`src/hdl/mlfq_pkg.sv`:
```
// Shared constants, command codes and field layout for the multilevel feedback
// queue scheduler core. No dependencies.
package mlfq_pkg;

    localparam int NUM_LEVELS    = 5;
    localparam int MAX_PROCESSES = 16;

    localparam int CMD_W   = 3;
    localparam int ID_W    = 4;
    localparam int PRIO_W  = 3;
    localparam int TIME_W  = 16;
    localparam int LVL_W   = $clog2(NUM_LEVELS);
    localparam int HEAD_W  = $clog2(MAX_PROCESSES);
    localparam int CNT_W   = $clog2(MAX_PROCESSES + 1);
    localparam int RAM_DEPTH = NUM_LEVELS * MAX_PROCESSES;
    localparam int RAM_AW  = $clog2(RAM_DEPTH);

    localparam int S_DATA_W = 32;
    localparam int M_DATA_W = 8;

    localparam logic [CMD_W-1:0] CMD_NEW     = 3'd0;
    localparam logic [CMD_W-1:0] CMD_TIMER   = 3'd1;
    localparam logic [CMD_W-1:0] CMD_IO_REQ  = 3'd2;
    localparam logic [CMD_W-1:0] CMD_IO_DONE = 3'd3;
    localparam logic [CMD_W-1:0] CMD_FINISH  = 3'd4;

    localparam logic [LVL_W-1:0] TOP_LEVEL = LVL_W'(NUM_LEVELS - 1);

    typedef enum logic [5:0] {
        ST_IDLE = 6'b000001,
        ST_PREP = 6'b000010,
        ST_ENQ  = 6'b000100,
        ST_SCAN = 6'b001000,
        ST_READ = 6'b010000,
        ST_DONE = 6'b100000
    } state_t;

endpackage

```
`src/hdl/mlfq_ram.sv`:
```
// Generic single-write, single-read RAM with a registered read port.
// Stand-alone; no package dependency.
module mlfq_ram #(
    parameter int WIDTH = 8,
    parameter int DEPTH = 16
) (
    input  logic                     clk,
    input  logic                     we,
    input  logic [$clog2(DEPTH)-1:0] waddr,
    input  logic [WIDTH-1:0]         wdata,
    input  logic [$clog2(DEPTH)-1:0] raddr,
    output logic [WIDTH-1:0]         rdata
);

    logic [WIDTH-1:0] mem [DEPTH];

    always_ff @(posedge clk)
    begin
        if (we)
        begin
            mem[waddr] <= wdata;
        end
        rdata <= mem[raddr];
    end

endmodule

```
`src/hdl/multilevel_feedback_queue_scheduler_core.sv`:
```
// Top level of the multilevel feedback queue scheduler core.
// Depends on mlfq_pkg and mlfq_ram (queue entry storage).
//
// Usage: one scheduling event is a transfer on the s_ group; exactly one
// decision comes back as a transfer on the m_ group. Events carry a command
// (new process, timer tick, I/O request, I/O done, finished), the process
// concerned, the running process and the system time. The result names the
// process to run next, or none.
// A small sequencer works through each event with one shared level pointer:
// a decode step, an optional enqueue step and, for a dispatch, a scan over
// the ready queues one level per cycle from the scan level upwards and a
// queue RAM read step when a queue holds a process.
// s_tready is high only while the sequencer is idle, so the next event is
// taken once the previous one is finished.
// A finished result sits in the output register; the next event may be taken
// while it waits, and the sequencer holds its next result until m_tready
// frees the register.
// Reset empties all queues and sets the scan level to zero; s_tready is high
// as soon as reset is released.
module multilevel_feedback_queue_scheduler_core (
    input  logic        clk,
    input  logic        rst_n,
    input  logic        s_tvalid,
    output logic        s_tready,
    // command[2:0], process_id[6:3], initial_priority[9:7], running_id[13:10],
    // running_valid[14], tick_time[30:15], zero[31]
    input  logic [31:0] s_tdata,
    output logic        m_tvalid,
    input  logic        m_tready,
    // next_id[3:0], next_valid[4], zero[7:5]
    output logic [7:0]  m_tdata
);

    localparam int LVLS = mlfq_pkg::NUM_LEVELS;
    localparam int PROCS = mlfq_pkg::MAX_PROCESSES;

    mlfq_pkg::state_t state_reg, state_next;

    logic [mlfq_pkg::CMD_W-1:0]  cmd_reg, cmd_next;
    logic [mlfq_pkg::ID_W-1:0]   pid_reg, pid_next;
    logic [mlfq_pkg::PRIO_W-1:0] iprio_reg, iprio_next;
    logic [mlfq_pkg::ID_W-1:0]   rid_reg, rid_next;
    logic                        rvalid_reg, rvalid_next;
    logic                        tzero_reg, tzero_next;

    logic                        enq_reg, enq_next;
    logic                        disp_reg, disp_next;
    logic [mlfq_pkg::LVL_W-1:0]  lvl_reg, lvl_next;
    logic [mlfq_pkg::LVL_W-1:0]  scan_reg, scan_next;

    logic [mlfq_pkg::HEAD_W-1:0] head_reg [LVLS];
    logic [mlfq_pkg::HEAD_W-1:0] head_next [LVLS];
    logic [mlfq_pkg::CNT_W-1:0]  count_reg [LVLS];
    logic [mlfq_pkg::CNT_W-1:0]  count_next [LVLS];
    logic [mlfq_pkg::PRIO_W-1:0] prio_reg [PROCS];
    logic [mlfq_pkg::PRIO_W-1:0] prio_next [PROCS];

    logic [mlfq_pkg::ID_W-1:0]   res_id_reg, res_id_next;
    logic                        res_valid_reg, res_valid_next;
    logic [mlfq_pkg::ID_W-1:0]   out_id_reg, out_id_next;
    logic                        out_valid_reg, out_valid_next;
    logic                        m_tvalid_reg, m_tvalid_next;

    logic                        ram_we;
    logic [mlfq_pkg::RAM_AW-1:0] ram_waddr;
    logic [mlfq_pkg::RAM_AW-1:0] ram_raddr;
    logic [mlfq_pkg::ID_W-1:0]   ram_rdata;

    logic [mlfq_pkg::ID_W-1:0]   prio_idx;
    logic [mlfq_pkg::PRIO_W-1:0] prio_rd;
    logic [mlfq_pkg::PRIO_W:0]   prio_inc;
    logic [mlfq_pkg::LVL_W-1:0]  new_lvl;
    logic [mlfq_pkg::LVL_W-1:0]  inc_lvl;
    logic [mlfq_pkg::LVL_W-1:0]  rd_lvl;
    logic [mlfq_pkg::HEAD_W-1:0] tail_pos;

    mlfq_ram #(
        .WIDTH (mlfq_pkg::ID_W),
        .DEPTH (mlfq_pkg::RAM_DEPTH)
    ) u_queue_ram (
        .clk   (clk),
        .we    (ram_we),
        .waddr (ram_waddr),
        .wdata (pid_reg),
        .raddr (ram_raddr),
        .rdata (ram_rdata)
    );

    // Timer events look up the running process, all others the named one.
    assign prio_idx = (cmd_reg == mlfq_pkg::CMD_TIMER) ? rid_reg : pid_reg;
    assign prio_rd  = prio_reg[prio_idx];
    assign prio_inc = {1'b0, prio_rd} + 1'b1;

    assign new_lvl = (int'(iprio_reg) >= LVLS) ? mlfq_pkg::TOP_LEVEL
                                               : mlfq_pkg::LVL_W'(iprio_reg);
    assign inc_lvl = (int'(prio_inc) >= LVLS) ? mlfq_pkg::TOP_LEVEL
                                              : mlfq_pkg::LVL_W'(prio_inc);
    assign rd_lvl  = (int'(prio_rd) >= LVLS) ? mlfq_pkg::TOP_LEVEL
                                             : mlfq_pkg::LVL_W'(prio_rd);

    assign tail_pos = head_reg[lvl_reg] + count_reg[lvl_reg][mlfq_pkg::HEAD_W-1:0];

    always_comb
    begin
        state_next     = state_reg;
        cmd_next       = cmd_reg;
        pid_next       = pid_reg;
        iprio_next     = iprio_reg;
        rid_next       = rid_reg;
        rvalid_next    = rvalid_reg;
        tzero_next     = tzero_reg;
        enq_next       = enq_reg;
        disp_next      = disp_reg;
        lvl_next       = lvl_reg;
        scan_next      = scan_reg;
        head_next      = head_reg;
        count_next     = count_reg;
        prio_next      = prio_reg;
        res_id_next    = res_id_reg;
        res_valid_next = res_valid_reg;
        out_id_next    = out_id_reg;
        out_valid_next = out_valid_reg;
        m_tvalid_next  = m_tvalid_reg;
        ram_we         = 1'b0;
        ram_waddr      = {lvl_reg, tail_pos};
        ram_raddr      = {lvl_reg, head_reg[lvl_reg]};

        if (m_tvalid_reg && m_tready)
        begin
            m_tvalid_next = 1'b0;
        end

        unique case (state_reg)
            mlfq_pkg::ST_IDLE:
            begin
                if (s_tvalid)
                begin
                    cmd_next    = s_tdata[2:0];
                    pid_next    = s_tdata[6:3];
                    iprio_next  = s_tdata[9:7];
                    rid_next    = s_tdata[13:10];
                    rvalid_next = s_tdata[14];
                    tzero_next  = (s_tdata[30:15] == '0);
                    state_next  = mlfq_pkg::ST_PREP;
                end
            end

            mlfq_pkg::ST_PREP:
            begin
                enq_next       = 1'b0;
                disp_next      = 1'b0;
                res_id_next    = rvalid_reg ? rid_reg : '0;
                res_valid_next = rvalid_reg;
                unique case (cmd_reg)
                    mlfq_pkg::CMD_NEW:
                    begin
                        if (int'(pid_reg) < PROCS)
                        begin
                            prio_next[pid_reg] = mlfq_pkg::PRIO_W'(new_lvl);
                            if (scan_reg > new_lvl)
                            begin
                                scan_next = new_lvl;
                            end
                            lvl_next = new_lvl;
                            enq_next = 1'b1;
                        end
                        disp_next = tzero_reg;
                    end
                    mlfq_pkg::CMD_TIMER:
                    begin
                        if (rvalid_reg && (int'(rid_reg) < PROCS))
                        begin
                            prio_next[rid_reg] = mlfq_pkg::PRIO_W'(inc_lvl);
                            lvl_next = inc_lvl;
                            enq_next = 1'b1;
                        end
                        disp_next = 1'b1;
                    end
                    mlfq_pkg::CMD_IO_REQ, mlfq_pkg::CMD_FINISH:
                    begin
                        disp_next = 1'b1;
                    end
                    mlfq_pkg::CMD_IO_DONE:
                    begin
                        if (int'(pid_reg) < PROCS)
                        begin
                            lvl_next = rd_lvl;
                            enq_next = 1'b1;
                            if (int'(scan_reg) > int'(prio_rd))
                            begin
                                scan_next = mlfq_pkg::LVL_W'(prio_rd);
                            end
                        end
                    end
                    default:
                    begin
                    end
                endcase
                state_next = mlfq_pkg::ST_ENQ;
            end

            mlfq_pkg::ST_ENQ:
            begin
                // The enqueue id is the captured process id except for a timer
                // event, which re-enqueues the running process.
                if (enq_reg && (int'(count_reg[lvl_reg]) < PROCS))
                begin
                    ram_we = 1'b1;
                    count_next[lvl_reg] = count_reg[lvl_reg] + 1'b1;
                end
                lvl_next = scan_reg;
                state_next = disp_reg ? mlfq_pkg::ST_SCAN : mlfq_pkg::ST_DONE;
            end

            mlfq_pkg::ST_SCAN:
            begin
                priority if (count_reg[lvl_reg] != '0)
                begin
                    head_next[lvl_reg]  = head_reg[lvl_reg] + 1'b1;
                    count_next[lvl_reg] = count_reg[lvl_reg] - 1'b1;
                    scan_next  = lvl_reg;
                    state_next = mlfq_pkg::ST_READ;
                end
                else if (lvl_reg == mlfq_pkg::TOP_LEVEL)
                begin
                    scan_next      = '0;
                    res_id_next    = '0;
                    res_valid_next = 1'b0;
                    state_next     = mlfq_pkg::ST_DONE;
                end
                else
                begin
                    lvl_next = lvl_reg + 1'b1;
                end
            end

            mlfq_pkg::ST_READ:
            begin
                res_id_next    = ram_rdata;
                res_valid_next = 1'b1;
                state_next     = mlfq_pkg::ST_DONE;
            end

            mlfq_pkg::ST_DONE:
            begin
                if (!m_tvalid_reg || m_tready)
                begin
                    out_id_next    = res_id_reg;
                    out_valid_next = res_valid_reg;
                    m_tvalid_next  = 1'b1;
                    state_next     = mlfq_pkg::ST_IDLE;
                end
            end

            default:
            begin
                state_next = mlfq_pkg::ST_IDLE;
            end
        endcase
    end

    // Timer events write the running id into the queue; move it into the
    // shared id register once decode has used the named id.
    logic [mlfq_pkg::ID_W-1:0] pid_final;
    assign pid_final = ((state_reg == mlfq_pkg::ST_PREP) && (cmd_reg == mlfq_pkg::CMD_TIMER))
                       ? rid_reg : pid_next;

    always_ff @(posedge clk or negedge rst_n)
    begin
        if (!rst_n)
        begin
            state_reg    <= mlfq_pkg::ST_IDLE;
            scan_reg     <= '0;
            m_tvalid_reg <= 1'b0;
            for (int i = 0; i < LVLS; i++)
            begin
                head_reg[i]  <= '0;
                count_reg[i] <= '0;
            end
        end
        else
        begin
            state_reg    <= state_next;
            scan_reg     <= scan_next;
            m_tvalid_reg <= m_tvalid_next;
            head_reg     <= head_next;
            count_reg    <= count_next;
        end
    end

    always_ff @(posedge clk)
    begin
        cmd_reg       <= cmd_next;
        pid_reg       <= pid_final;
        iprio_reg     <= iprio_next;
        rid_reg       <= rid_next;
        rvalid_reg    <= rvalid_next;
        tzero_reg     <= tzero_next;
        enq_reg       <= enq_next;
        disp_reg      <= disp_next;
        lvl_reg       <= lvl_next;
        prio_reg      <= prio_next;
        res_id_reg    <= res_id_next;
        res_valid_reg <= res_valid_next;
        out_id_reg    <= out_id_next;
        out_valid_reg <= out_valid_next;
    end

    assign s_tready = (state_reg == mlfq_pkg::ST_IDLE);
    assign m_tvalid = m_tvalid_reg;
    assign m_tdata  = {3'b000, out_valid_reg, out_id_reg};

endmodule

```
`config.mk`:
```
export PLATFORM = sky130hd
export DESIGN_NAME = multilevel_feedback_queue_scheduler_core
export DESIGN_NICKNAME = d
export VERILOG_FILES = /design/src/hdl/mlfq_pkg.sv /design/src/hdl/mlfq_ram.sv /design/src/hdl/multilevel_feedback_queue_scheduler_core.sv
export SDC_FILE = /design/constraint.sdc
export NUM_CORES = 1
export LEC_CHECK = 0
export BUFFER_PORTS_ARGS = -buffer_cell sky130_fd_sc_hd__buf_2
export CAP_MARGIN = 20
export CORE_ASPECT_RATIO = 0.8
export CORE_MARGIN = 3
export CORE_UTILIZATION = 60
export CTS_BUF_LIST = sky130_fd_sc_hd__clkbuf_4 sky130_fd_sc_hd__clkbuf_8
export DETAILED_ROUTE_END_ITERATION = 7
export HOLD_SLACK_MARGIN = 0.1
export PLACE_DENSITY = 0.87
export SLEW_MARGIN = 40
export SYNTH_ARGS = -nofsm -noshare
export SYNTH_HDL_FRONTEND = slang
export SYNTH_HIERARCHICAL = 1
export SYNTH_SLANG_ARGS = --single-unit
```
`constraint.sdc`:
```
create_clock -name clk -period 11 [get_ports clk]
set_input_delay 2.75 -clock clk [delete_from_list [all_inputs] [get_ports clk]]
set_output_delay 2.75 -clock clk [all_outputs]
set_load 0.005 [all_outputs]
```
======== Yosys cells after proc, flatten, opt, wreduce, memory -nomap -nowiden ========
Memory sizes are Yosys's and may differ from the RTL's. A register that Yosys moved wholly into a read port is not among the register bits.
Cells that the tools add are included.
word-level totals
  flip-flop bits (word level) ............. 134
  memory bits (writable) .................. 320
  bits of input ports ..................... 36
  output and inout bits ................... 10
  word-level logic and storage cells ...... 189
  memories ................................ 1
memories
  name             depth  width  read ports  clocked after memory_dff  write ports  RTL line        source
  u_queue_ram.mem  80     4      1           1                         1            mlfq_ram.sv:15  logic [WIDTH-1:0] mem [DEPTH];
operators by class
  $add $sub $neg .......................... 6
  order comparisons ....................... 13
  equal/unequal tests ..................... 25
  mux-type cells .......................... 68
  bitwise gates (word level) .............. 4
  reduce and logical (&&, ||, !) cells .... 30
operators by type and width
  operator              count
  $bwmux W48            2
  $pmux W48 S2          1
  $bwmux W25            2
  $mux W25              2
  $pmux W25 S2          1
  $mux W48              1
  $mux W3               14
  $mux W4               10
  $pmux W6 S6           1
  $mux W6               5
  $demux W3 S4          2
  $bwmux W20            1
  $pmux W3 S3           2
  $logic_not A16 Y1     1
  $ne A2 B2 Y1 const B  8
  $bmux W5 S3           1
  $demux W5 S3          1
  $ge A5 B5 Y1 const B  3
  $mux W5               3
  $not A4 Y5            3
  $bmux W3 S4           1
  $bmux W4 S3           1
  $demux W4 S3          1
  $ne A3 B3 Y1 const B  4
  other kinds (42)      75

======== Longest topological paths before layout ========
  word-level depth ........................ 12
  gate-level depth with buffers ........... 16
  depth with buffers taken out ............ 13

======== Modules after synthesis ========
The synthesis kept the hierarchy.
modules (own cells, without submodules)
  module                                    instances  cells an instance  area each (um^2)
  mlfq_ram                                  1          646                12844.8
  multilevel_feedback_queue_scheduler_core  1          678                7938.9

======== Worst setup path before layout ========
No wires, ideal clock.
  kind .................................... flip-flop to output port
  from .................................... register state_reg[2]
  to ...................................... output s_tready
  arrival ................................. 1355 ps
  required time ........................... 8250 ps
  slack ................................... 6895 ps
  cell stages (with the launch flop) ...... 4
  buffers on the path ..................... 1
  cells stage by stage .................... dfrtp_1 -> clkbuf_1 -> or4_1 -> nor3b_1
between the ends
  longest elaborated chain between the ends .. 1
RTL lines
  element                 RTL line                                         source
  start, declared         multilevel_feedback_queue_scheduler_core.sv:37   mlfq_pkg::state_t state_reg, state_next;
  start signal, assigned  multilevel_feedback_queue_scheduler_core.sv:272  state_reg <= mlfq_pkg::ST_IDLE;
  start signal, assigned  multilevel_feedback_queue_scheduler_core.sv:283  state_reg <= state_next;
  $eq A6 B1 Y1            multilevel_feedback_queue_scheduler_core.sv:309  assign s_tready = (state_reg == mlfq_pkg::ST_IDLE);
  end, declared           multilevel_feedback_queue_scheduler_core.sv:24   output logic s_tready,
No other way between the ends.

======== Worst setup path after layout ========
  from .................................... register lvl_reg[0] (netlist name)
  to ...................................... memory u_queue_ram/mem[40][1] (netlist name) (enable)
between the ends
  elaborated cells on any way between the ends .. 14
  those cells by class .................... add/sub: 1; order compare: 1; mux: 10; bitwise: 1; reduce/logical: 1
RTL lines
  element                 RTL line                                         source
  start, declared         multilevel_feedback_queue_scheduler_core.sv:48   logic [mlfq_pkg::LVL_W-1:0] lvl_reg, lvl_next;
  start signal, assigned  multilevel_feedback_queue_scheduler_core.sv:301  lvl_reg <= lvl_next;
  $not A3 Y4              n/a
  $bmux W4 S3             n/a
  $mux W4 (2 in series)   n/a
  via ram_raddr, one bit  multilevel_feedback_queue_scheduler_core.sv:66   logic [mlfq_pkg::RAM_AW-1:0] ram_raddr;
  $add A4 B4 Y4           multilevel_feedback_queue_scheduler_core.sv:101  assign tail_pos = head_reg[lvl_reg] + count_reg[lvl_reg][mlfq_pkg::HEAD_W-1:0];
  via tail_pos, one bit   multilevel_feedback_queue_scheduler_core.sv:75   logic [mlfq_pkg::HEAD_W-1:0] tail_pos;
  end, declared           mlfq_ram.sv:15
The timed path passes the listed nets, and every way through them passes these cells. The select of a mux whose other input is x is not followed.

==> metrics.cfg <==
[run_status]
status=completed

[placement]
hpwl_um=27700
port_buffers=41
place_area_sq_um=21300
post-place-ws_ns=5.46
gp_congestion=0.874

[yosys]
ys_warn_count=6
async_reset_ff_share_pct=12.0
syn-cell-area_sq_um=20800
syn_avg_cell_area_sq_um=15.7
ys_ff_latch=458
synth_edf_count=399
synth_flop_cell=edfxtp_1
synth.distinct_cells=84
seq_area_frac_synth_pct=64.7
synth_cells=1324

[grt]
grt_pass1_vias=12700
overflow=0
antenna_found_initial=0
grt_pass1_wl_um=70300
grt_util_all_layers_pct=24.6
grt_max_degree=105

[layout]
drive_above_1_share_pct=25.5
fin_area_sq_um=22700
final_nets=1428
fin_util_pct=67.0
largest_reg_flops=320
num-fill-cells=2202
n_antenna_cell=0
syn_to_final_growth_pct=9.11

[setup_path]
worstSetupPathType=reg2reg
worst_setup_path_start_kind=flop
rrSetupSlack_ns=5.45
reg2reg_from=lvl_reg[0]
critical_path.endpoint_type=flop
cp_data_required_time_ns=11.24
cp-startpoint=lvl_reg[0]
r2r-end=u_queue_ram/mem[40][1]
worstPathArrival_ns=5.79
cp_top_family=simple AND/OR/NAND/NOR gates
path_buf_inv=2
crit_path_frequent_cell=xnor2_1
path_cells=buf_6 -> mux4_2 -> a22oi_1 -> inv_4 -> ha_1 -> a21oi_1 -> xnor2_1 -> xnor2_1 -> nor2b_1 -> and3_1 -> nand2b_1 -> nor3_1
critPathMaxFanout=62
cp_slowest_cell=edfxtp_1
crit_cells=12
rr_worst_depth=12
crit_end=u_queue_ram/mem[40][1]
slowest_delay_ns=0.78

[floorplanning]
die_width_um=214
dieArea_sq_um=36900
die_h_um=172
initial_utilization_pct=61.4
rows=60
ioPinCount=46
coreArea_sq_um=33900

[timing]
setup_slack_ns=5.45
tightest_slew_ns=0.882
slew_viol_final=0
setup_viol=0
skew_ns=0.0252
max_freq_ghz=0.180
setup_tns_ns=0
finalHoldViolCount=0
final.min_clock_period_ns=5.55
slew_headroom_pct=41.2
rsz0062_at_grt=no
final.period_utilization_pct=50.5

[clocking]
cts_tree=done
htree_levels=3
ctsHoldBuffers=0
cts_resized=0
cts.sinks=458
cts.clk_slew.worst_paths_ns=0.06
cts-buffers-inserted=69
clockRootBuffer=clkbuf_8
clkLatencyLatePin_ns=0.61
cts_max_path_buffers=3
post_cts_buffers=0

[pwr]
power_density_nw_per_um2=185
power_w=0.00420
p_leak_nw=7.53
vdd_drop_max_v=0.000152

[route]
drt_iter0_drc=1590
drt_pass1_iterations=5
wirelength_um=44900
ant_nets=0
via_count=12500
vias_per_cell=6.62
wl_per_cell_um=23.8
post-route-drc-count=0

[job]
drv_cap=0

[worst_hold_path]
hp-class=reg2reg

==> cell families (layout without fill, tap and decap cells) <==
logic type / after synthesis / after routing / share of synthesized area [%]
adder cells (fa/ha/maj): 17 / 17 / 1.06
buffers and inverters: 107 / 203 / 2.56
flip-flops: 458 / 458 / 64.7
multiplexers: 173 / 173 / 15.3
AND/OR/NAND/NOR: 378 / 378 / 9.05
other: 1 / 3 / 0.0180
AO/OA/AOI/OAI: 178 / 178 / 6.81
XOR/XNOR: 12 / 12 / 0.506
==> cell type report <==
cell class              instances  area [sq um]  share of cell area (%)
flip-flops and latches        458         13400                    59.3
multi-input cells             761          6840                    30.2
inverters                      27           105                   0.463
repair buffers                 58           355                    1.57
clock buffers                  93          1150                    5.09
clock inverters                25           200                   0.883
well taps                     465           582                    2.57
==> cell usage after synthesis (all sizes together) (19+ instances only) <==
cell / number / area (sq um)
mux2i: 19 / 206
nor2b: 21 / 131
a21oi: 31 / 166
clkbuf: 32 / 121
mux2: 46 / 518
nor3: 22 / 120
inv: 26 / 97.6
edfxtp: 399 / 12000
nand2: 90 / 338
buf: 48 / 309
a22oi: 29 / 218
mux4: 108 / 2460
dfrtp: 54 / 1350
o22ai: 51 / 444
nand3: 45 / 230
nor2: 122 / 474
==> metal layers <==
metal | wire length (um) | GRT usage [%]
met1 | 17700 | 34.6
met2 | 21700 | 39.6
met3 | 4340 | 4.67
met4 | 1110 | 8.85
met5 | 0 | 0
==> worst min-delay path by stage <==
stage / startpoint / to / cells after the start
after floorplan: res_id_reg[0] / out_id_reg[0] / 0
after global placement: res_id_reg[1] / out_id_reg[1] / 0
after detailed placement: res_valid_reg / out_valid_reg / 0
after CTS: res_id_reg[0] / out_id_reg[0] / 0
after global routing: res_id_reg[0] / out_id_reg[0] / 0
final: res_id_reg[0] / out_id_reg[0] / 0
==> cell usage in the layout (no fill, tap or decap), types with 6 or more instances in the layout <==
| master | n |
|---|---|
| o22ai_1 | 31 |
| a31oi_1 | 6 |
| nand2b_1 | 12 |
| mux4_1 | 8 |
| o22ai_2 | 20 |
| nor2b_1 | 21 |
| buf_2 | 41 |
| nand2_1 | 89 |
| o21ai_0 | 15 |
| a21oi_1 | 30 |
| clkinv_1 | 12 |
| mux2_2 | 46 |
| inv_1 | 23 |
| nor2_1 | 121 |
| mux4_2 | 100 |
| clkbuf_4 | 20 |
| nand4_1 | 11 |
| ha_1 | 16 |
| edfxtp_1 | 399 |
| and3_1 | 6 |
| nand3_1 | 44 |
| a22oi_1 | 29 |
| a211oi_1 | 6 |
| clkbuf_8 | 74 |
| nor3_1 | 20 |
| buf_4 | 10 |
| dfrtp_1 | 54 |
| nor4_1 | 7 |
| clkinv_2 | 7 |
| mux2i_1 | 17 |
| xnor2_1 | 9 |
==> through the flow <==
stage / cells / hold slack, ns
after floorplan: 1326 / 0.400
after global placement: 1768 / 0.437
after detailed placement: 1768 / 0.414
after CTS: 1886 / 0.457
after global routing: 1887 / 0.464
final: 1887 / 0.452
==> where the power goes <==
part | internal [W] | leakage (nW) | switching (W)
logic | 0.000243 | 2.44 | 0.000496
clock network | 0.000752 | 0.705 | 0.000632
registers | 0.00202 | 4.38 | 0.0000588
Power figures use the tool's default switching activity.
